File: config.mk
export PLATFORM = sky130hd
export DESIGN_NAME = glauber_spin_update
export DESIGN_NICKNAME = d
export VERILOG_FILES = /design/src/rtl/core/gsu_pkg.sv /design/src/rtl/core/gsu_accum.sv /design/src/rtl/core/gsu_argument.sv /design/src/rtl/core/gsu_tanh_lookup.sv /design/src/rtl/core/glauber_spin_update.sv
export SDC_FILE = /design/constraint.sdc
export NUM_CORES = 1
export LEC_CHECK = 0
export BUFFER_PORTS_ARGS = -buffer_cell sky130_fd_sc_hd__buf_4
export CORE_ASPECT_RATIO = 0.8
export CORE_MARGIN = 10
export CORE_UTILIZATION = 60
export DETAILED_ROUTE_END_ITERATION = 16
export HOLD_SLACK_MARGIN = 0.02
export PLACE_DENSITY_LB_ADDON = 0.12
export SYNTH_ARGS = -nofsm -noshare
export SYNTH_HDL_FRONTEND = slang
export SYNTH_HIERARCHICAL = 1
export SYNTH_SLANG_ARGS = --single-unit
export TNS_END_PERCENT = 100
File: constraint.sdc
create_clock -name clk -period 19.5 [get_ports clk]
set_input_delay 0.975 -clock clk [delete_from_list [all_inputs] [get_ports clk]]
set_output_delay 0.975 -clock clk [all_outputs]
set_load 0.005 [all_outputs]
File: src/rtl/core/gsu_pkg.sv
// gsu_pkg: shared types, constants and the tanh table builder for the glauber spin update
// used by every module under rtl/core; no dependencies of its own
package gsu_pkg;

  localparam int FIELD_W = 22;
  localparam int PROD_W = FIELD_W + 16;
  localparam int TANH_ENTRIES_DEF = 256;
  localparam logic [15:0] BETA_RESET = 16'd4096;
  localparam logic [15:0] X_SAT = 16'd32768;
  localparam logic [16:0] ONE_Q16 = 17'h10000;
  localparam logic [63:0] ONE_Q32 = 64'h1_0000_0000;

  typedef struct packed {
    logic signed [15:0] coupling;
    logic               neighbour_spin;
    logic               own_spin;
    logic [15:0]        random_fraction;
    logic               last_term;
  } term_t;

  typedef struct packed {
    logic        new_spin;
    logic        flipped;
    logic [16:0] flip_probability;
  } result_t;

  // site field, captured on the last term
  typedef struct packed {
    logic signed [FIELD_W-1:0] field;
    logic                      own_spin;
    logic [15:0]               random_fraction;
  } field_stage_t;

  // |field| * beta, before the shift down to Q4.12
  typedef struct packed {
    logic [PROD_W-1:0] product;
    logic              positive;
    logic              own_spin;
    logic [15:0]       random_fraction;
  } prod_stage_t;

  typedef struct packed {
    logic [15:0] tanh_value;
    logic        zero;
    logic        minus;
    logic        own_spin;
    logic [15:0] random_fraction;
  } tanh_stage_t;

  // restoring division, elaboration use only
  function automatic logic [63:0] div_u64(input logic [63:0] num, input logic [63:0] den);
    logic [63:0] q;
    logic [63:0] r;
    q = num;
    r = '0;
    for (int k = 0; k < 64; k++) begin
      r = {r[62:0], q[63]};
      q = {q[62:0], 1'b0};
      if (r >= den) begin
        r = r - den;
        q[0] = 1'b1;
      end
    end
    return q;
  endfunction

  // e^-z in Q32: taylor series on z/16, then squared four times
  function automatic logic [63:0] exp_neg_q32(input logic [63:0] zq);
    logic [63:0] f;
    logic [63:0] term;
    logic [63:0] pos;
    logic [63:0] neg;
    logic [63:0] v;
    f = zq >> 4;
    if (f >= ONE_Q32) f = ONE_Q32 - 64'd1;
    term = ONE_Q32;
    pos = ONE_Q32;
    neg = '0;
    for (int n = 1; n <= 24; n++) begin
      term = div_u64((term * f) >> 32, 64'(n));
      if ((n & 1) != 0) neg = neg + term;
      else pos = pos + term;
    end
    v = (pos > neg) ? pos - neg : 64'd0;
    if (v >= ONE_Q32) v = ONE_Q32 - 64'd1;
    for (int k = 0; k < 4; k++) begin
      v = (v * v) >> 32;
    end
    return v;
  endfunction

  // entry i: round(65536 * tanh((i + 0.5) * 8 / entries)), limited to 65535
  function automatic logic [15:0] tanh_entry(input int unsigned i, input int unsigned entries);
    logic [63:0] zq;
    logic [63:0] v;
    logic [63:0] num;
    logic [63:0] den;
    logic [63:0] t;
    zq = div_u64((64'(2 * i + 1) * 64'd8) << 32, 64'(entries));
    v = exp_neg_q32(zq);
    num = ONE_Q32 - v;
    den = ONE_Q32 + v;
    t = div_u64((num << 16) + (den >> 1), den);
    if (t > 64'd65535) t = 64'd65535;
    return t[15:0];
  endfunction

endpackage

File: src/rtl/core/gsu_accum.sv
// gsu_accum: saturating local field accumulator and the site field register
// depends on gsu_pkg
module gsu_accum
  import gsu_pkg::*;
(
  input  logic         clk,
  input  logic         rst,
  input  logic         term_valid,
  input  term_t        term,
  output logic         ready,
  output logic         site_valid,
  output field_stage_t site,
  input  logic         down_ready
);

  localparam logic signed [FIELD_W:0] SUM_MAX = (FIELD_W+1)'(2 ** (FIELD_W - 1) - 1);
  localparam logic signed [FIELD_W:0] SUM_MIN = -(FIELD_W+1)'(2 ** (FIELD_W - 1));

  logic signed [FIELD_W-1:0] field_sum;
  logic signed [FIELD_W-1:0] field_next;
  logic signed [FIELD_W:0]   term_val;
  logic signed [FIELD_W:0]   sum;
  logic                      accept;

  assign ready  = !site_valid || down_ready;
  assign accept = term_valid && ready;

  always_comb begin
    term_val = term.neighbour_spin ? (FIELD_W+1)'(term.coupling)
                                   : -((FIELD_W+1)'(term.coupling));
    sum = (FIELD_W+1)'(field_sum) + term_val;
    if (sum > SUM_MAX) field_next = SUM_MAX[FIELD_W-1:0];
    else if (sum < SUM_MIN) field_next = SUM_MIN[FIELD_W-1:0];
    else field_next = sum[FIELD_W-1:0];
  end

  always_ff @(posedge clk) begin
    if (rst) begin
      field_sum  <= '0;
      site_valid <= 1'b0;
    end else begin
      if (accept) field_sum <= term.last_term ? '0 : field_next;
      if (accept && term.last_term) site_valid <= 1'b1;
      else if (down_ready) site_valid <= 1'b0;
    end
  end

  always_ff @(posedge clk) begin
    if (accept && term.last_term) begin
      site.field           <= field_next;
      site.own_spin        <= term.own_spin;
      site.random_fraction <= term.random_fraction;
    end
  end

endmodule

File: src/rtl/core/gsu_argument.sv
// gsu_argument: magnitude of the site field times beta, one multiplier and its register
// depends on gsu_pkg
module gsu_argument
  import gsu_pkg::*;
(
  input  logic         clk,
  input  logic         rst,
  input  logic [15:0]  beta,
  input  logic         up_valid,
  input  field_stage_t up,
  output logic         ready,
  output logic         arg_valid,
  output prod_stage_t  arg,
  input  logic         down_ready
);

  logic [FIELD_W-1:0] mag;

  assign ready = !arg_valid || down_ready;
  // most negative field gives 2^21, still fits unsigned
  assign mag = up.field[FIELD_W-1] ? (~up.field + FIELD_W'(1)) : up.field;

  always_ff @(posedge clk) begin
    if (rst) arg_valid <= 1'b0;
    else if (ready) arg_valid <= up_valid;
  end

  always_ff @(posedge clk) begin
    if (ready && up_valid) begin
      arg.product         <= PROD_W'(mag) * PROD_W'(beta);
      arg.positive        <= !up.field[FIELD_W-1] && (up.field != '0);
      arg.own_spin        <= up.own_spin;
      arg.random_fraction <= up.random_fraction;
    end
  end

endmodule

File: src/rtl/core/gsu_tanh_lookup.sv
// gsu_tanh_lookup: saturates x to 8.0, indexes the tanh rom, registered read
// depends on gsu_pkg (tanh_entry builds the rom at elaboration)
module gsu_tanh_lookup
  import gsu_pkg::*;
#(
  parameter int TANH_ENTRIES = TANH_ENTRIES_DEF
) (
  input  logic        clk,
  input  logic        rst,
  input  logic        up_valid,
  input  prod_stage_t up,
  output logic        ready,
  output logic        tanh_valid,
  output tanh_stage_t tanh_out,
  input  logic        down_ready
);

  localparam int IDX_W = $clog2(TANH_ENTRIES);
  localparam int SCALE_W = 16 + $clog2(TANH_ENTRIES + 1);
  localparam int MAG_W = PROD_W - 12;

  logic [15:0]        rom [TANH_ENTRIES];
  logic [MAG_W-1:0]   mag_wide;
  logic [15:0]        mag;
  logic [SCALE_W-1:0] scaled;
  logic [SCALE_W-1:0] idx_wide;
  logic [IDX_W-1:0]   idx;

  for (genvar i = 0; i < TANH_ENTRIES; i++) begin : g_rom
    localparam logic [15:0] ENTRY = tanh_entry(i, TANH_ENTRIES);
    assign rom[i] = ENTRY;
  end

  always_comb begin
    mag_wide = up.product[PROD_W-1:12];
    mag = (mag_wide > MAG_W'(X_SAT)) ? X_SAT : mag_wide[15:0];
    scaled = SCALE_W'(mag) * SCALE_W'(TANH_ENTRIES);
    idx_wide = scaled >> 15;
    idx = (idx_wide >= SCALE_W'(TANH_ENTRIES)) ? IDX_W'(TANH_ENTRIES - 1)
                                               : idx_wide[IDX_W-1:0];
  end

  assign ready = !tanh_valid || down_ready;

  always_ff @(posedge clk) begin
    if (rst) tanh_valid <= 1'b0;
    else if (ready) tanh_valid <= up_valid;
  end

  always_ff @(posedge clk) begin
    if (ready && up_valid) begin
      tanh_out.tanh_value      <= rom[idx];
      tanh_out.zero            <= (mag == '0);
      // same sign of spin and field lowers the flip probability
      tanh_out.minus           <= (mag != '0) && (up.positive == up.own_spin);
      tanh_out.own_spin        <= up.own_spin;
      tanh_out.random_fraction <= up.random_fraction;
    end
  end

endmodule

File: src/rtl/core/glauber_spin_update.sv
// glauber_spin_update: top level, beta register, flip decision and result register
// depends on gsu_pkg, gsu_accum, gsu_argument, gsu_tanh_lookup
//
// usage:
//   term channel: one neighbour term per transaction (term_valid / term_stall).
//   every term is added into the saturating local field; the term with last_term
//   set closes the site and produces exactly one result transaction.
//   a site with no neighbours is sent as one zero-coupling last term.
//   result channel: result_valid / result_stall carry new_spin, flipped and
//   flip_probability.
//   temp_write / temp_data set beta (unsigned Q4.12); write only while idle.
// timing:
//   one term per cycle sustained while term_stall is low. four register stages: site
//   field, |field|*beta product, tanh rom read, result register. once the site field
//   register takes the last term, the result moves through the later registers in order.
// stall:
//   each stage holds while the next is full and stalled; term_stall rises only
//   once the stage holding a finished site field cannot move on.
// reset:
//   rst clears the field sum, all stage valids and sets beta to 1.0.
module glauber_spin_update
  import gsu_pkg::*;
#(
  parameter int TANH_ENTRIES = TANH_ENTRIES_DEF
) (
  input  logic        clk,
  input  logic        rst,
  input  logic        temp_write,
  input  logic [15:0] temp_data,
  input  logic        term_valid,
  output logic        term_stall,
  input  term_t       term,
  output logic        result_valid,
  input  logic        result_stall,
  output result_t     result
);

  logic [15:0]  beta;
  logic         accum_ready;
  logic         site_valid;
  field_stage_t site;
  logic         arg_ready;
  logic         arg_valid;
  prod_stage_t  arg;
  logic         lookup_ready;
  logic         tanh_valid;
  tanh_stage_t  tanh_res;
  logic         out_ready;
  logic [15:0]  t;
  logic [16:0]  prob;
  logic         flip;

  always_ff @(posedge clk) begin
    if (rst) beta <= BETA_RESET;
    else if (temp_write) beta <= temp_data;
  end

  gsu_accum u_accum (
    .clk        (clk),
    .rst        (rst),
    .term_valid (term_valid),
    .term       (term),
    .ready      (accum_ready),
    .site_valid (site_valid),
    .site       (site),
    .down_ready (arg_ready)
  );

  gsu_argument u_argument (
    .clk        (clk),
    .rst        (rst),
    .beta       (beta),
    .up_valid   (site_valid),
    .up         (site),
    .ready      (arg_ready),
    .arg_valid  (arg_valid),
    .arg        (arg),
    .down_ready (lookup_ready)
  );

  gsu_tanh_lookup #(
    .TANH_ENTRIES (TANH_ENTRIES)
  ) u_tanh_lookup (
    .clk        (clk),
    .rst        (rst),
    .up_valid   (arg_valid),
    .up         (arg),
    .ready      (lookup_ready),
    .tanh_valid (tanh_valid),
    .tanh_out   (tanh_res),
    .down_ready (out_ready)
  );

  assign term_stall = !accum_ready;
  assign out_ready  = !result_valid || !result_stall;

  always_comb begin
    t = tanh_res.zero ? 16'd0 : tanh_res.tanh_value;
    if (tanh_res.minus) prob = (ONE_Q16 - 17'(t)) >> 1;
    else prob = (ONE_Q16 + 17'(t)) >> 1;
    flip = prob > 17'(tanh_res.random_fraction);
  end

  always_ff @(posedge clk) begin
    if (rst) result_valid <= 1'b0;
    else if (out_ready) result_valid <= tanh_valid;
  end

  always_ff @(posedge clk) begin
    if (out_ready && tanh_valid) begin
      result.new_spin         <= tanh_res.own_spin ^ flip;
      result.flipped          <= flip;
      result.flip_probability <= prob;
    end
  end

`ifndef SYNTH
  // a term that does not close a site never starts a result
  a_no_site_without_last: assert property (@(posedge clk) disable iff (rst)
    term_valid && !term_stall && !term.last_term && !site_valid |=> !site_valid)
    else $error("site field captured without a last term");

  // halving keeps the probability below one
  a_prob_range: assert property (@(posedge clk) disable iff (rst)
    result_valid |-> !result.flip_probability[16])
    else $error("flip probability out of range");

  // a new result only comes from the lookup stage
  a_result_source: assert property (@(posedge clk) disable iff (rst)
    $rose(result_valid) |-> $past(tanh_valid))
    else $error("result without a lookup stage transaction");
`endif

endmodule
==> run_results.csv <==
group,metric,value,unit
synthesis,yosys_warnings,6,
hold_path,hp-class,"reg2reg",
routing,num_vias,19000,
timing,setup_viol,0,
place,numPortBuffers,75,
global_route,overflow,0,
worst_setup_path,worstReg2RegEnd,"u_argument/arg[52]",
place,gp_congestion,0.982,
pwr,peakVddDrop,0.129,mV
final_layout,nNetsFinal,3053,
worst_setup_path,worstPathArrival,9.18,ns
hold_path,hold_end,"u_argument/arg[13]",
clock_network,postCtsSetupBuffers,0,
timing,fin_crit,8.99,ns
floorplan,fp.dieH,195,um
routing,drc,0,
worst_setup_path,crit_required,19.69,ns
timing,worst_pin_slew,1.23,ns
timing,clock_skew,0.0259,ns
final_layout,register_area,4920,um2
clock_network,cts_hold_buffers,0,
routing,postRouteAntennaNets,0,
hold_path,hold_depth,0,
run,maxCapViolCount,0,
synthesis,syn_inst,2543,
timing,slew_violations,0,
pwr,power.density,135,nW/um2
floorplan,ioPinCount,77,
clock_network,cts_resized,0,
timing,rsz0062_at_grt,"false",
clock_network,clock_sinks,178,
place,dpl.hpwl,50400,um
routing,drt_iter0_drc,1902,
synthesis,avgSynthCellArea,9.07,um2
synthesis,synth_nets,3052,
timing,fmax,111,MHz
global_route,grt_pass1_vias,19300,
timing,setup_tns,0,ns
final_layout,fillers,3145,
worst_setup_path,critical_path_class,"reg2reg",
routing,wirelength,67700,um
hold_path,hold_path_startpoint,"u_accum/site[13]",
clock_network,tritoncts,"yes",
global_route,track_usage,29.6,%
worst_setup_path,r2r_setup_slack,10.51,ns
final_layout,synthToLayoutAreaGrowth,6.79,%
run_status,status,"finished clean",
synthesis,syn_area,23100,um2
pwr,power_leakage,11.0,nW
routing,drtPass1Iterations,8,
worst_setup_path,cp-start-kind,"flip-flop",
clock_network,cts_buffer_depth,2,
timing,relSlewSlack,17.7,%
timing,fin_crit_sh,46.1,%
clock_network,clk_pin_slew_worst_paths,0.08,ns
timing,hold_viol,0,
clock_network,numCtsBuffers,17,
global_route,grt_max_degree,83,
timing,finalWorstSetupSlack,10.51,ns
clock_network,insertion_delay,0.46,ns
floorplan,core,38100,um2
floorplan,die_x,239,um
final_layout,drive_above_1_share,7.55,%
routing,vias_per_cell,6.23,
worst_setup_path,cp_max_fo,17,
final_layout,multi_input_comb_area,16200,um2
floorplan,start_util,60.5,%
place,detailedPlace.worstSlack,10.61,ns
worst_setup_path,reg2reg_depth,27,
floorplan,row_count,64,
routing,routedWlPerCell,22.2,um
global_route,antenna_found_initial,2,
worst_setup_path,r2r-start,"u_accum/site[17]",
worst_setup_path,critical_path.endpoint_type,"flip-flop",
floorplan,dieArea,46800,um2
clock_network,cts.htree.levels,4,
global_route,grt_pass1_wl,109000,um
timing,holdWs,0.422,ns
clock_network,cts-root-buf,"clkbuf_16",
-- state kept, by name, summed over array words and instances (netlist names) --
register / cells
beta: 16
result_valid: 1
u_tanh_lookup/tanh_valid: 1
u_accum/field_sum: 22
u_argument/arg: 44
u_accum/site: 39
result: 18
u_argument/arg_valid: 1
u_tanh_lookup/tanh_out: 35
u_accum/site_valid: 1
-- critical path, cell delays in order, from the launching register on --
cell,delay (ns)
edfxtp_1,0.70
or2_1,0.35
or4_1,0.45
or2_1,0.27
or3_4,0.39
or3_4,0.41
o21ai_0,0.20
xnor2_1,0.15
buf_4,0.28
nand2_1,0.11
fa_1,0.53
fa_1,0.45
fa_1,0.52
inv_1,0.05
fa_1,0.47
fa_1,0.55
inv_1,0.06
fa_1,0.54
inv_1,0.05
ha_1,0.36
nand2_1,0.06
o21ai_0,0.43
a221oi_1,0.19
a211oi_1,0.31
nor2_1,0.13
o21ai_0,0.38
a221oi_1,0.17
xnor2_1,0.16
-- worst max-delay path by stage --
stage / from / end / slack [ns] / depth (start not counted)
3_3_place_gp: u_accum/site[17] / u_argument/arg[55] / 10.84 / 27
4_1_cts: u_accum/site[17] / u_argument/arg[52] / 10.57 / 27
6_report: u_accum/site[17] / u_argument/arg[52] / 10.51 / 27
3_5_place_dp: u_accum/site[17] / u_argument/arg[52] / 10.61 / 27
2_1_floorplan: u_accum/site[17] / u_argument/arg[55] / 11.44 / 28
5_1_grt: u_accum/site[17] / u_argument/arg[52] / 9.86 / 27
-- layout by cell type, fill, tap and decap left out, types with 21 or more instances in the layout --
cell	instances
nor3_1	32
inv_1	362
a21oi_1	137
edfxtp_1	136
nor2_1	117
nand2_1	309
nor2b_1	22
and2_1	163
nand3_1	21
o211ai_1	23
a21o_1	27
xnor2_1	59
buf_4	125
nand2b_1	28
xor2_1	36
ha_1	174
dfxtp_1	42
fa_1	279
o21ai_0	95
-- power by group --
part / internal (mW) / leakage (nW) / switching, mW
clock network: 0.178 / 0.303 / 0.182
logic: 0.886 / 9.14 / 1.52
registers: 0.521 / 1.55 / 0.0347
total: 1.59 / 11.0 / 1.74
-- final cells by class --
class                      instances  share of cell area (%)
antenna                            1                  0.0102
clock buffer                      17                    1.73
clock inverter                    15                   0.828
inverter                         366                    5.57
multi-input combinational       1856                    65.6
sequential                       178                    20.0
tap                              495                    2.51
timing repair buffer             125                    3.81
-- routing by layer --
metal / GRT usage (%) / wire length (um) / vias to the layer above / part of all wire, %
met2: 44.0 / 29700 / 1093 / 44
met5: 0 / 0 / - / 0
met3: 7.54 / 7350 / 147 / 11
met4: 9.11 / 1740 / 0 / 2.6
met1: 41.6 / 28900 / 9307 / 43
li1: - / - / 8476 / -
-- metrics by stage --
| stage | util, % | cells | cell area (um2) | power, mW |
|---|---|---|---|---|
| final | 64.7 | 3053 | 24600 | 3.32 |
| after global routing | 64.7 | 3052 | 24600 | 3.64 |
| after CTS | 64.7 | 3052 | 24600 | 3.30 |
| after floorplan | - | 2543 | 23100 | 2.30 |
| after detailed placement | 63.0 | 3020 | 24000 | 2.92 |
| after global placement | 63.0 | 3020 | 24000 | 2.90 |
No activity file was read; power rests on OpenSTA's default activity.
